File: src/rtl/murmur2_hash_stream_assert.svh
// Assertion macros for the MurmurHash2 stream block.
// Included by modules that check their own control logic; no other dependencies.
`ifndef MURMUR2_HASH_STREAM_ASSERT_SVH
`define MURMUR2_HASH_STREAM_ASSERT_SVH

// antecedent implies consequent in the same cycle
`define MH2_ASSERT_IMPL(lbl, ck, rn, ante, cons) \
    lbl: assert property (@(posedge ck) disable iff (!rn) (ante) |-> (cons)) \
        else $error("mh2 check failed");

// antecedent implies consequent in the next cycle
`define MH2_ASSERT_NEXT(lbl, ck, rn, ante, cons) \
    lbl: assert property (@(posedge ck) disable iff (!rn) (ante) |=> (cons)) \
        else $error("mh2 check failed");

`endif

File: src/rtl/mh2_pkg.sv
// Shared types and constants for the MurmurHash2 stream block.
// No dependencies; imported by controller, datapath and top level.
`default_nettype none

package mh2_pkg;

    localparam logic [31:0] MIX_MUL     = 32'h5bd1e995;
    localparam int          MIX_SHIFT   = 24;
    localparam int          FIN_SHIFT_A = 13;
    localparam int          FIN_SHIFT_B = 15;

    localparam int DATA_W  = 32;
    localparam int COUNT_W = 3;
    localparam int KLEN_W  = 32;
    localparam int TDATA_W = 72;

    typedef enum logic [2:0] {
        OP_NONE,
        OP_LOAD,
        OP_KMIX1,
        OP_KMIX2,
        OP_FOLD,
        OP_TAIL,
        OP_FIN
    } mh2_op_t;

    typedef struct packed {
        mh2_op_t op;
        logic    out_load;
    } mh2_cmd_t;

    typedef struct packed {
        logic last;
        logic full;
        logic zero;
    } mh2_status_t;

endpackage

`default_nettype wire

File: src/rtl/mh2_datapath.sv
// Datapath: seed, accumulator, key-word register and one shared 32x32 multiplier.
// Depends on mh2_pkg; driven by mh2_ctrl through mh2_cmd_t.
`default_nettype none

module mh2_datapath
    import mh2_pkg::*;
(
    input  wire logic                clk,
    input  wire logic                rst_n,
    input  wire logic                cfg_we,
    input  wire logic [31:0]         cfg_wdata,
    input  wire logic [DATA_W-1:0]   data_word,
    input  wire logic [COUNT_W-1:0]  byte_count,
    input  wire logic                first_item,
    input  wire logic                last_item,
    input  wire logic [KLEN_W-1:0]   key_length,
    input  wire mh2_cmd_t            cmd,
    output mh2_status_t              status,
    output logic [31:0]              hash_value
);

    logic [31:0]        seed_reg;
    logic [31:0]        h_reg, h_next;
    logic [31:0]        k_reg, k_next;
    logic [31:0]        word_reg;
    logic [COUNT_W-1:0] cnt_reg;
    logic               last_reg;
    logic [31:0]        hash_reg;
    logic [31:0]        tail_mask;
    logic [31:0]        mul_a;
    logic [31:0]        prod;

    always_comb
    begin
        case (cnt_reg[1:0])
            2'd1:    tail_mask = 32'h0000_00ff;
            2'd2:    tail_mask = 32'h0000_ffff;
            2'd3:    tail_mask = 32'h00ff_ffff;
            default: tail_mask = 32'h0000_0000;
        endcase
    end

    always_comb
    begin
        case (cmd.op)
            OP_KMIX1: mul_a = k_reg;
            OP_KMIX2: mul_a = k_reg;
            OP_FOLD:  mul_a = h_reg;
            OP_TAIL:  mul_a = h_reg ^ (word_reg & tail_mask);
            OP_FIN:   mul_a = h_reg ^ (h_reg >> FIN_SHIFT_A);
            default:  mul_a = k_reg;
        endcase
    end

    assign prod = 32'(mul_a * MIX_MUL);

    always_comb
    begin
        h_next = h_reg;
        k_next = k_reg;
        case (cmd.op)
            OP_LOAD:
            begin
                h_next = first_item ? (seed_reg ^ key_length) : h_reg;
                k_next = data_word;
            end
            OP_KMIX1: k_next = prod ^ (prod >> MIX_SHIFT);
            OP_KMIX2: k_next = prod;
            OP_FOLD:  h_next = prod ^ k_reg;
            OP_TAIL:  h_next = prod;
            OP_FIN:   h_next = prod ^ (prod >> FIN_SHIFT_B);
            default:
            begin
                h_next = h_reg;
                k_next = k_reg;
            end
        endcase
    end

    always_ff @(posedge clk or negedge rst_n)
    begin
        if (!rst_n)
        begin
            seed_reg <= '0;
            h_reg    <= '0;
        end
        else
        begin
            if (cfg_we)
            begin
                seed_reg <= cfg_wdata;
            end
            h_reg <= h_next;
        end
    end

    always_ff @(posedge clk)
    begin
        k_reg <= k_next;
        if (cmd.op == OP_LOAD)
        begin
            word_reg <= data_word;
            cnt_reg  <= byte_count;
            last_reg <= last_item;
        end
        if (cmd.out_load)
        begin
            hash_reg <= h_reg;
        end
    end

    assign status.last = last_reg;
    assign status.full = cnt_reg[2];
    assign status.zero = (cnt_reg == '0);
    assign hash_value  = hash_reg;

endmodule

`default_nettype wire

File: src/rtl/mh2_ctrl.sv
// Controller: sequences load, word mix, fold, tail and avalanche steps; owns handshakes.
// Depends on mh2_pkg and murmur2_hash_stream_assert.svh.
`default_nettype none

`include "murmur2_hash_stream_assert.svh"

module mh2_ctrl
    import mh2_pkg::*;
(
    input  wire logic        clk,
    input  wire logic        rst_n,
    input  wire logic        s_valid,
    output logic             s_ready,
    output logic             m_valid,
    input  wire logic        m_ready,
    input  wire mh2_status_t status,
    output mh2_cmd_t         cmd
);

    typedef enum logic [2:0] {
        S_IDLE,
        S_MIX1,
        S_MIX2,
        S_FOLD,
        S_FIN,
        S_OUT
    } state_t;

    state_t state_reg, state_next;
    logic   m_valid_reg, m_valid_next;
    logic   accept;
    logic   out_free;

    assign s_ready  = (state_reg == S_IDLE);
    assign accept   = s_valid && s_ready;
    assign out_free = !m_valid_reg || m_ready;

    always_comb
    begin
        state_next   = state_reg;
        m_valid_next = m_valid_reg && !m_ready;
        cmd.op       = OP_NONE;
        cmd.out_load = 1'b0;
        case (state_reg)
            S_IDLE:
            begin
                if (accept)
                begin
                    cmd.op     = OP_LOAD;
                    state_next = S_MIX1;
                end
            end
            S_MIX1:
            begin
                if (!status.last || status.full)
                begin
                    cmd.op     = OP_KMIX1;
                    state_next = S_MIX2;
                end
                else if (!status.zero)
                begin
                    cmd.op     = OP_TAIL;
                    state_next = S_FIN;
                end
                else
                begin
                    cmd.op     = OP_FIN;
                    state_next = S_OUT;
                end
            end
            S_MIX2:
            begin
                cmd.op     = OP_KMIX2;
                state_next = S_FOLD;
            end
            S_FOLD:
            begin
                cmd.op     = OP_FOLD;
                state_next = status.last ? S_FIN : S_IDLE;
            end
            S_FIN:
            begin
                cmd.op     = OP_FIN;
                state_next = S_OUT;
            end
            S_OUT:
            begin
                if (out_free)
                begin
                    cmd.out_load = 1'b1;
                    m_valid_next = 1'b1;
                    state_next   = S_IDLE;
                end
            end
            default:
            begin
                state_next = S_IDLE;
            end
        endcase
    end

    always_ff @(posedge clk or negedge rst_n)
    begin
        if (!rst_n)
        begin
            state_reg   <= S_IDLE;
            m_valid_reg <= 1'b0;
        end
        else
        begin
            state_reg   <= state_next;
            m_valid_reg <= m_valid_next;
        end
    end

    assign m_valid = m_valid_reg;

    `MH2_ASSERT_IMPL(a_no_overwrite, clk, rst_n, cmd.out_load, (!m_valid_reg || m_ready))
    `MH2_ASSERT_NEXT(a_busy_after_accept, clk, rst_n, accept, !s_ready)
    `MH2_ASSERT_IMPL(a_result_from_out, clk, rst_n, $rose(m_valid_reg), $past(state_reg == S_OUT))

endmodule

`default_nettype wire

File: src/rtl/murmur2_hash_stream.sv
// Steps: a last full-word item runs MIX1, MIX2, FOLD, FIN, OUT; a 1-3 byte tail runs
// MIX1 (tail mix), FIN, OUT; an empty tail runs MIX1 (final mix), OUT; OUT waits for a free
// output and sets m_axis_tvalid. A non-last word runs MIX1, MIX2, FOLD (three multiplies on
// one shared multiplier); one item in flight, so the input is not ready until IDLE again.
// Reset (rst_n, async low) clears seed, accumulator, state and output valid.
// Depends on mh2_pkg, mh2_ctrl and mh2_datapath.
`default_nettype none

module murmur2_hash_stream
    import mh2_pkg::*;
(
    input  wire logic               clk,
    input  wire logic               rst_n,
    input  wire logic               cfg_we,
    input  wire logic [31:0]        cfg_wdata,      // seed
    input  wire logic               s_axis_tvalid,
    output logic                    s_axis_tready,
    input  wire logic [TDATA_W-1:0] s_axis_tdata,   // data_word[31:0], byte_count[34:32],
                                                    // key_length[66:35], zero pad
    input  wire logic               s_axis_tuser,   // first_item
    input  wire logic               s_axis_tlast,   // last_item
    output logic                    m_axis_tvalid,
    input  wire logic               m_axis_tready,
    output logic [31:0]             m_axis_tdata    // hash_value
);

    mh2_cmd_t    cmd;
    mh2_status_t status;

    mh2_ctrl u_ctrl (
        .clk     (clk),
        .rst_n   (rst_n),
        .s_valid (s_axis_tvalid),
        .s_ready (s_axis_tready),
        .m_valid (m_axis_tvalid),
        .m_ready (m_axis_tready),
        .status  (status),
        .cmd     (cmd)
    );

    mh2_datapath u_dp (
        .clk        (clk),
        .rst_n      (rst_n),
        .cfg_we     (cfg_we),
        .cfg_wdata  (cfg_wdata),
        .data_word  (s_axis_tdata[31:0]),
        .byte_count (s_axis_tdata[34:32]),
        .first_item (s_axis_tuser),
        .last_item  (s_axis_tlast),
        .key_length (s_axis_tdata[66:35]),
        .cmd        (cmd),
        .status     (status),
        .hash_value (m_axis_tdata)
    );

endmodule

`default_nettype wire
File: config.mk
export PLATFORM = sky130hd
export DESIGN_NAME = murmur2_hash_stream
export DESIGN_NICKNAME = d
export VERILOG_FILES = /design/src/rtl/mh2_pkg.sv /design/src/rtl/mh2_datapath.sv /design/src/rtl/mh2_ctrl.sv /design/src/rtl/murmur2_hash_stream.sv
export VERILOG_INCLUDE_DIRS = /design/src /design/src/rtl
export SDC_FILE = /design/constraint.sdc
export NUM_CORES = 1
export LEC_CHECK = 0
export ABC_AREA = 1
export BUFFER_PORTS_ARGS = -buffer_cell sky130_fd_sc_hd__buf_2
export CORE_UTILIZATION = 55
export DETAILED_ROUTE_END_ITERATION = 10
export PLACE_DENSITY = 0.74
export SYNTH_ARGS = -nofsm -noshare
export SYNTH_HDL_FRONTEND = slang
export SYNTH_SLANG_ARGS = --single-unit
File: constraint.sdc
create_clock -name clk -period 17.59 [get_ports clk]
set_clock_uncertainty 0.15 [all_clocks]
set_input_delay 2.6385 -clock clk [delete_from_list [all_inputs] [get_ports clk]]
set_output_delay 2.6385 -clock clk [all_outputs]
set_load 0.01 [all_outputs]
# [Yosys cells after proc, flatten, opt, wreduce, memory -nomap -nowiden]
# Cells that the tools add are included.
[totals] regBits=168 output_inout_bits=34 word_cells=66 input_bits=111
[classes] bitwise_logic=7 n_mul=1 reduce_logical=13 muxes=19 n_eq_ne=17
[ops] operator="$pmux W32 S3" n=2
[ops] operator="$pmux W32 S4" n=1
[ops] operator="$xor A32 B32 Y32" n=3
[ops] operator="$pmux W24 S3" n=1
[ops] operator="$and A32 B24 Y32" n=1
[ops] operator="$mul A32 B31 Y32 const B" n=1
[ops] operator="$mux W32" n=1
[ops] operator="$xor A32 B17 Y32" n=1
[ops] operator="$xor A32 B19 Y32" n=1
[ops] operator="$xor A32 B8 Y32" n=1
[ops] operator="$pmux W3 S6" n=1
[ops] operator="$eq A3 B3 Y1 const B" n=5
[ops] operator="$mux W3" n=5
[ops] operator="$pmux W3 S5" n=1
[ops] operator="$eq A3 B2 Y1 const B" n=4
[ops] operator="$eq A3 B1 Y1 const B" n=2
[ops] operator="$logic_not A3 Y1" n=2
[ops] operator="$mux W1" n=6
[ops] operator="$eq A2 B2 Y1 const B" n=2
[ops] operator="$ne A2 B2 Y1 const B" n=2
[ops] operator="$reduce_and A2 Y1" n=2
[ops] operator="$reduce_bool A4 Y1" n=1
[ops] operator="$logic_not A1 Y1" n=3
[ops] operator="$reduce_bool A3 Y1" n=1
[ops] operator="5 further kinds" n=7

# [Longest topological paths before layout]
# Gate-level depths: netlist (run 1).
[depth] depth_word=9 depth_mapped=47 depth_no_buf=47

# [Cells and area by module]
# From an unflattened synthesis (run 1), not the netlist that was laid out.
[unflattened] cells_unflattened=2102 hier_area_um2=18288.8
[by_module_without_submodules] mod="mh2_datapath" cells_each=2058 instances=1 seq_area_each_um2=4364.2 area_per_inst_um2=17968.5
[by_module_without_submodules] mod="mh2_ctrl" cells_each=44 instances=1 seq_area_each_um2=100.1 area_per_inst_um2=320.3

# [Worst setup path after synthesis (run 1)]
# Ideal clock, no wire load.
[synth_timing] path_type="input -> register" from="input port s_axis_tvalid" to="register u_dp.k_reg[25] (data pin)" setup_ns=0.254 n_path_buf=1 required_time_ns=17.186 t_arrival_ns=9.671 path_slack_ns=7.515 cell_stages=35 path_cell_list="nand3_2 nand2_4 nor2_8 nand2_4 nor2_8 buf_2 o21ai_0 a41oi_1 ha_1 ha_1 fa_1 inv_1 fa_1 inv_1 fa_1 inv_1 fa_1 inv_1 fa_1 inv_1 fa_1 inv_1 ha_1 nand2_1 inv_1 a21oi_1 o21ai_0 a21oi_1 o21ai_0 a21oi_1 xor2_1 inv_1 nor2_1 o21bai_1 inv_1"
[synth_between] elab_chain_len=8 word_cells_on_any_way=13 classes_between="mul: 1; eq/ne: 6; mux: 4; bitwise: 1; reduce/logical: 1"
[synth_lines] item="start: declaration" line_no="murmur2_hash_stream.sv:16" source="input wire logic s_axis_tvalid,"
[synth_lines] item="$logic_and A1 B1 Y1 (*)" line_no="mh2_ctrl.sv:35" source="assign accept = s_valid && s_ready;"
[synth_lines] item="$mux W1 (*)" line_no="mh2_ctrl.sv:47" source="if (accept)"
[synth_lines] item="$pmux W3 S5 (*)" line_no="mh2_ctrl.sv:44" source="case (state_reg)"
[synth_lines] item="$eq A3 B3 Y1" line_no="mh2_datapath.sv:45" source="case (cmd.op)"
[synth_lines] item="$pmux W32 S3" line_no="mh2_datapath.sv:45"
[synth_lines] item="$mul A32 B31 Y32" line_no="mh2_datapath.sv:55" source="assign prod = 32'(mul_a * MIX_MUL);"
[synth_lines] item="$xor A32 B8 Y32" line_no="mh2_datapath.sv:67" source="OP_KMIX1: k_next = prod ^ (prod >> MIX_SHIFT);"
[synth_lines] item="$pmux W32 S3 (*)" line_no="mh2_datapath.sv:61" source="case (cmd.op)"
[synth_lines] item="net u_dp.k_next[25]" line_no="mh2_datapath.sv:24" source="logic [31:0] k_reg, k_next;"
[synth_lines] item="end signal: assignment" line_no="mh2_datapath.sv:99" source="k_reg <= k_next;"
[synth_lines] item="end: declaration" line_no="mh2_datapath.sv:24"
# Mark *: on every way through the listed nets, which the timed path passes. The rest lies on a longest branch.
# A chain may end at the register's enable or synchronous reset.

# [Worst setup path after layout (run 1)]
[layout_timing] from="input port s_axis_tvalid" to="register u_dp.h_reg[6]"
[layout_between] elab_chain_len=8 word_cells_on_any_way=15 classes_between="mul: 1; eq/ne: 5; mux: 4; bitwise: 2; reduce/logical: 3"
[layout_lines] item="$logic_and A1 B1 Y1 (*)" line_no="mh2_ctrl.sv:35"
[layout_lines] item="$mux W1 (*)" line_no="mh2_ctrl.sv:47"
[layout_lines] item="$pmux W3 S5 (*)" line_no="mh2_ctrl.sv:44"
[layout_lines] item="$eq A3 B3 Y1" line_no="mh2_datapath.sv:45, mh2_datapath.sv:61"
[layout_lines] item="$pmux W32 S3" line_no="mh2_datapath.sv:45"
[layout_lines] item="$mul A32 B31 Y32" line_no="mh2_datapath.sv:55"
[layout_lines] item="$xor A32 B17 Y32 or $xor A32 B32 Y32 (tied branches)" line_no="mh2_datapath.sv:71, mh2_datapath.sv:69"
[layout_lines] item="$pmux W32 S4" line_no="mh2_datapath.sv:61"
[layout_lines] item="end signal: assignment" line_no="mh2_datapath.sv:93" source="h_reg <= h_next;"
[layout_lines] item="end: declaration" line_no="mh2_datapath.sv:23" source="logic [31:0] h_reg, h_next;"
# Every way passes the cells marked *; elsewhere a longest branch is shown, timed or not.

==> results_dict.tcl, run 1 <==
set metrics [dict create \
    worstReg2RegStart "u_dp.cnt_reg[1]" \
    synth-async-reset-ratio 0.425 \
    commonest_cells_after_routing_fill_and_taps_aside "sky130_fd_sc_hd__inv_1, sky130_fd_sc_hd__nand2_1, sky130_fd_sc_hd__ha_1" \
    initial_util 0.560 \
    detail_route.wl_per_cell_um 20.4 \
    finalSetupViolations 0 \
    synth-seq-area-share 0.245 \
    max_slew_vio_count 0 \
    placedInstanceArea_um2 19500 \
    cts_tree "yes" \
    synth_nets 2600 \
    die-area_um2 33900 \
    tritoncts_num_sinks 160 \
    largest_net_degree_at_the_start_of_global_routing 69 \
    arrival_ns 11.65 \
    globalRouteTotalUtil 0.336 \
    clock.fmax_mhz 86.9 \
    cts.root.buffer_cell "sky130_fd_sc_hd__clkbuf_16" \
    synth_top_flop_cell "sky130_fd_sc_hd__edfxtp_1" \
    status "complete, no violations" \
    placementRows 66 \
    synthesis.instances 2096 \
    worst-endpoint-required_ns 17.73 \
    num_antenna_cells 0 \
    remaining_drc_errors 0 \
    synth_area_um2 18300 \
    max-cap-violations 0 \
    netlist-cell-type-count 53 \
    cts.reportedPaths.clkPinSlew_ns 0.07 \
    timing.hold.worst.class "reg2reg" \
    design.final.nets 2738 \
    drt_first_iter_violations 1394 \
    critical_path.endpoint_type "flip-flop" \
    slowest_delay_ns 0.73 \
    cts_made_buffers 17 \
    hold_violations 0 \
    final_antenna_net_count 0 \
    finalCriticalPeriod_ns 11.51 \
    buffers_from_clock_root_to_sink_at_most 2 \
    synth.yosys.warnings 0 \
    postCtsHoldBufs 0 \
    area.sequential_um2 4460 \
    r2r_cells 38 \
    io-pin-count 145 \
    layout.cells.non_filler 2689 \
    edff_count_synth 92 \
    cp_max_fo 27 \
    multiInputGateArea_um2 11700 \
    die_h_um 184 \
    syn-mean-instance-area_um2 8.71 \
    detail_route.vias_per_cell 5.70 \
    timing.critical_path.mode_cell "sky130_fd_sc_hd__inv_1" \
    hold_depth 0 \
    first_pass_iters 6 \
    clock_latency_ns 0.44 \
    final.period_utilization 0.654 \
    port-buffer-count 139 \
    post-route-cell-area_um2 20100 \
    share_of_layout_cells_above_drive_strength_1 0.139 \
    critical_path.startpoint_type "input port" \
    setup.reg_to_reg.worst_slack_ns 6.56 \
    unrepaired_setup_endpoints_after_global_routing "false" \
    place.detailed.instances 2657 \
    layout.filler_cells 2787 \
    ctsHtreeMaxLevel 4 \
    ys_ff_latch 160 \
    grt_pass1_vias 15500 \
    globalRoute.totalOverflow 0 \
    area.growth.synth_to_final_pct 10.1 \
    layout.cells.most_common "sky130_fd_sc_hd__inv_1" \
    crit_path_category "in2reg" \
    timing.hold.worst_endpoint "u_dp.hash_value[9]" \
    hold_path.startpoint "u_dp.h_reg[9]" \
    slew_headroom 0.0883 \
    cts_setup_buffers 0 \
    die_x_um 184 \
    setup_tns_ns 0 \
    grt_first_pass_wirelength_um 84500 \
    critPathSlowestCell "sky130_fd_sc_hd__xor2_1" \
    routed-via-count 15300 \
    antenna_found_initial 0 \
    worst_slew_pin_slew_ns 1.37 \
    dp_hpwl_um 42400 \
    gp_congestion 0.996 \
    postCtsResizedCells 0 \
    drt_wl_total_um 54700 \
    core-area_um2 32600 \
    worstReg2RegEnd "u_dp.h_reg[6]" \
]
-- cell usage after synthesis, types with 8 or more instances --
| cell type | number | area share |
|---|---|---|
| sky130_fd_sc_hd__a211oi_1 | 8 | 0.0033 |
| sky130_fd_sc_hd__a21oi_1 | 66 | 0.018 |
| sky130_fd_sc_hd__a31oi_1 | 13 | 0.0045 |
| sky130_fd_sc_hd__clkbuf_1 | 28 | 0.0058 |
| sky130_fd_sc_hd__dfrtp_1 | 68 | 0.093 |
| sky130_fd_sc_hd__edfxtp_1 | 92 | 0.15 |
| sky130_fd_sc_hd__fa_1 | 178 | 0.20 |
| sky130_fd_sc_hd__ha_1 | 215 | 0.15 |
| sky130_fd_sc_hd__inv_1 | 496 | 0.10 |
| sky130_fd_sc_hd__inv_2 | 14 | 0.0029 |
| sky130_fd_sc_hd__mux2_2 | 32 | 0.020 |
| sky130_fd_sc_hd__nand2_1 | 339 | 0.070 |
| sky130_fd_sc_hd__nand2_2 | 14 | 0.0048 |
| sky130_fd_sc_hd__nand3_1 | 126 | 0.035 |
| sky130_fd_sc_hd__nand3_2 | 11 | 0.0060 |
| sky130_fd_sc_hd__nand4_1 | 15 | 0.0051 |
| sky130_fd_sc_hd__nor2_1 | 70 | 0.014 |
| sky130_fd_sc_hd__nor3_1 | 9 | 0.0025 |
| sky130_fd_sc_hd__o211ai_1 | 18 | 0.0074 |
| sky130_fd_sc_hd__o21ai_0 | 93 | 0.025 |
| sky130_fd_sc_hd__o221ai_1 | 8 | 0.0038 |
| sky130_fd_sc_hd__or2_2 | 21 | 0.0072 |
| sky130_fd_sc_hd__xnor2_1 | 21 | 0.010 |
| sky130_fd_sc_hd__xor2_1 | 49 | 0.024 |
-- cells by family after synthesis --
group,synth area share
adders and majority gates,0.343
muxes,0.0197
AOI/OAI and AO/OA,0.0844
buffers and inverters,0.117
xor gates and xnor gates,0.0336
and+or+nand+nor,0.158
DFF,0.245
-- critical path, delay by kind of cell --
| family | cells | cell delay (ns) |
|---|---|---|
| compound gates | 9 | 1.74 |
| xor+xnor | 2 | 0.81 |
| fa+ha+maj | 9 | 3.86 |
| buf+inv | 12 | 1.53 |
| simple gates | 7 | 1.04 |
-- metal layers --
metal	wire, µm	GRT usage
met3	5340	0.0613
met1	21600	0.440
met2	25400	0.551
met5	0	0
met4	2420	0.133
-- how the worst max path moves through the flow --
stage                                 to  slack (ns)  cells after the start          start
after floorplan           u_dp.k_reg[25]        7.52                     35  s_axis_tvalid
after global placement     u_dp.h_reg[6]        5.96                     39  s_axis_tvalid
after detailed placement   u_dp.h_reg[6]        5.85                     39  s_axis_tvalid
after CTS                  u_dp.h_reg[6]        6.26                     39  s_axis_tvalid
after global routing       u_dp.h_reg[6]        5.60                     39  s_axis_tvalid
final                      u_dp.h_reg[6]        6.08                     39  s_axis_tvalid
-- through the flow --
step,worst slack (ns),utilization,hold WS (ns)
after floorplan,7.52,-,0.273
after global placement,5.96,0.598,0.341
after detailed placement,5.85,0.598,0.347
after CTS,6.26,0.616,0.363
after global routing,5.60,0.616,0.381
final,6.08,0.616,0.364
-- final cells by class --
cell class | instances | share of cell area
flip-flops and latches | 160 | 0.222
well taps | 442 | 0.0275
clock inverters | 14 | 0.00828
multi-input cells | 1380 | 0.581
clock buffers | 18 | 0.0218
inverters | 512 | 0.0958
repair buffers | 163 | 0.0437
Power of run 1 is not shown: default switching activity piles up to over one toggle a cycle in this logic, so the estimate is an artifact.
==> run 2, diff against run 1 <==
--- a/config.mk
+++ b/config.mk
@@ -6,7 +6,7 @@
 export SDC_FILE = /design/constraint.sdc
 export NUM_CORES = 1
 export LEC_CHECK = 0
-export ABC_AREA = 1
+export ABC_AREA = 0
 export BUFFER_PORTS_ARGS = -buffer_cell sky130_fd_sc_hd__buf_2
 export CORE_UTILIZATION = 55
 export DETAILED_ROUTE_END_ITERATION = 10
==> constraint.sdc (replaced) <==
create_clock -name clk -period 11.2 [get_ports clk]
set_clock_uncertainty 0.15 [all_clocks]
set_input_delay 1.68 -clock clk [delete_from_list [all_inputs] [get_ports clk]]
set_output_delay 1.68 -clock clk [all_outputs]
set_load 0.01 [all_outputs]
==> run 2 against run 1 <==
Cell count is 16% lower. Clock-buffer cell count stayed put. Critical path depth is 8 lower. Global-route usage is 0.94 points lower. Die area is 5.5% lower. Sequential share of layout area is 1.2 points higher. Routed wire length is 9.0% lower.
==> results_dict.tcl, run 2 <==
set metrics [dict create \
    status "complete, no violations" \
    core-area_um2 30700 \
    critical_path.endpoint_type "flip-flop" \
    worstReg2RegStart "u_ctrl.state_reg[2]" \
    globalRoute.totalOverflow 0 \
    unrepaired_setup_endpoints_after_global_routing "false" \
    antenna_found_initial 0 \
    num_antenna_cells 0 \
    cp_max_fo 14 \
    final_antenna_net_count 0 \
    commonest_cells_after_routing_fill_and_taps_aside "sky130_fd_sc_hd__inv_1, sky130_fd_sc_hd__ha_1, sky130_fd_sc_hd__fa_1" \
    ys_ff_latch 160 \
    hold_path.startpoint "u_dp.h_reg[4]" \
    grt_pass1_vias 13600 \
    max_slew_vio_count 0 \
    placementRows 64 \
    synthesis.instances 1712 \
    hold_violations 0 \
    grt_first_pass_wirelength_um 76500 \
    timing.hold.worst_endpoint "u_dp.hash_value[4]" \
    dp_hpwl_um 38600 \
    final.period_utilization 0.918 \
    critPathSlowestCell "sky130_fd_sc_hd__a221o_1" \
    finalSetupViolations 0 \
    worstReg2RegEnd "u_dp.k_reg[7]" \
    port-buffer-count 139 \
    syn-mean-instance-area_um2 10.1 \
    buffers_from_clock_root_to_sink_at_most 2 \
    worst_slew_pin_slew_ns 1.26 \
    max-cap-violations 0 \
    worst-endpoint-required_ns 11.33 \
    critical_path_buf_inv_count 5 \
    place.detailed.instances 2225 \
    routed-via-count 13300 \
    die-area_um2 32100 \
    setup.reg_to_reg.worst_slack_ns 0.92 \
    cts_tree "yes" \
    r2r_cells 31 \
    final_core_util 0.620 \
    detail_route.wl_per_cell_um 22.1 \
    globalRouteTotalUtil 0.326 \
    crit_path_category "reg2reg" \
    initial_util 0.561 \
    slew_headroom 0.157 \
    cts_setup_buffers 0 \
    clock.fmax_mhz 97.3 \
    synth-async-reset-ratio 0.425 \
    critical_path.startpoint_type "flip-flop" \
    timing.hold.worst.class "reg2reg" \
    finalCriticalPeriod_ns 10.28 \
    cts.root.buffer_cell "sky130_fd_sc_hd__clkbuf_16" \
    detail_route.vias_per_cell 5.89 \
    design.final.nets 2352 \
    cts.reportedPaths.clkPinSlew_ns 0.06 \
    ys_top_cells_by_area "sky130_fd_sc_hd__fa_1, sky130_fd_sc_hd__edfxtp_1, sky130_fd_sc_hd__ha_1, sky130_fd_sc_hd__dfrtp_1, sky130_fd_sc_hd__inv_1" \
    ctsHtreeMaxLevel 4 \
    share_of_layout_cells_above_drive_strength_1 0.140 \
    synth_top_flop_cell "sky130_fd_sc_hd__edfxtp_1" \
    edff_count_synth 92 \
    postCtsResizedCells 0 \
    synth_nets 2216 \
    synthTopCellsByCount "sky130_fd_sc_hd__inv_1, sky130_fd_sc_hd__ha_1, sky130_fd_sc_hd__fa_1, sky130_fd_sc_hd__nand2_1, sky130_fd_sc_hd__edfxtp_1" \
    drt_first_iter_violations 1432 \
    hold_depth 0 \
    die_x_um 179 \
    layout.cells.most_common "sky130_fd_sc_hd__inv_1" \
    first_pass_iters 6 \
    tritoncts_num_sinks 160 \
    yosys.area.top_type "sky130_fd_sc_hd__fa_1" \
    remaining_drc_errors 0 \
    synth.yosys.warnings 0 \
    synth_area_um2 17200 \
    gp_congestion 0.948 \
    setup_tns_ns 0 \
    arrival_ns 10.41 \
    layout.cells.non_filler 2256 \
    io-pin-count 145 \
    drt_wl_total_um 49800 \
    critPathTopFamily "adder cells" \
    clock_latency_ns 0.43 \
    slowest_delay_ns 0.65 \
    synth-seq-area-share 0.259 \
    area.growth.synth_to_final_pct 10.5 \
    netlist-cell-type-count 74 \
    timing.critical_path.mode_cell "sky130_fd_sc_hd__ha_1" \
    synth.most_common_cell "sky130_fd_sc_hd__inv_1" \
    cts_made_buffers 17 \
    die_h_um 179 \
    synth_top_cell_area_share 0.207 \
    postCtsHoldBufs 0 \
    largest_net_degree_at_the_start_of_global_routing 69 \
]
==> run 2: worst max-delay path by stage <==
stage | end | from | depth (start not counted)
6_report | u_dp.k_reg[7] | u_ctrl.state_reg[2] | 31
5_1_grt | u_dp.k_reg[7] | u_ctrl.state_reg[2] | 31
4_1_cts | u_dp.k_reg[7] | u_ctrl.state_reg[2] | 31
3_5_place_dp | u_dp.k_reg[7] | u_ctrl.state_reg[2] | 31
3_3_place_gp | u_dp.k_reg[7] | u_ctrl.state_reg[2] | 31
2_1_floorplan | u_dp.k_reg[7] | u_dp.cnt_reg[1] | 31
==> run 2: kinds of logic (layout without fill, tap and decap cells) <==
logic type,Yosys count,in the layout,synth area share
flops,160,160,0.259
compound gates,296,296,0.118
buf+inv,412,560,0.0912
fa+ha+maj,393,393,0.363
xor+xnor,129,129,0.0709
mux,37,37,0.0239
simple gates,285,285,0.0741
==> run 2: stage by stage <==
step / area, µm² / setup slack, ns / hold slack (ns)
2_1_floorplan: 17200 / 2.38 / 0.314
3_3_place_gp: 18500 / 1.30 / 0.342
3_5_place_dp: 18500 / 1.14 / 0.348
4_1_cts: 19100 / 1.07 / 0.362
5_1_grt: 19100 / 0.499 / 0.370
6_report: 19100 / 0.920 / 0.364
==> run 2: area by class of cell <==
class | count | area, µm²
well taps | 396 | 495
fillers | 2574 | 11700
clock buffers | 18 | 429
clock inverters | 13 | 160
repair buffers | 168 | 916
flip-flops and latches | 160 | 4460
inverters | 361 | 1360
multi-input cells | 1140 | 11200
==> run 2: routing by layer <==
metal,share of wire,GRT usage
met5,0,0
met1,0.39,0.421
met3,0.086,0.0547
met2,0.47,0.527
met4,0.055,0.170
Power of run 2 is left out for the same reason.
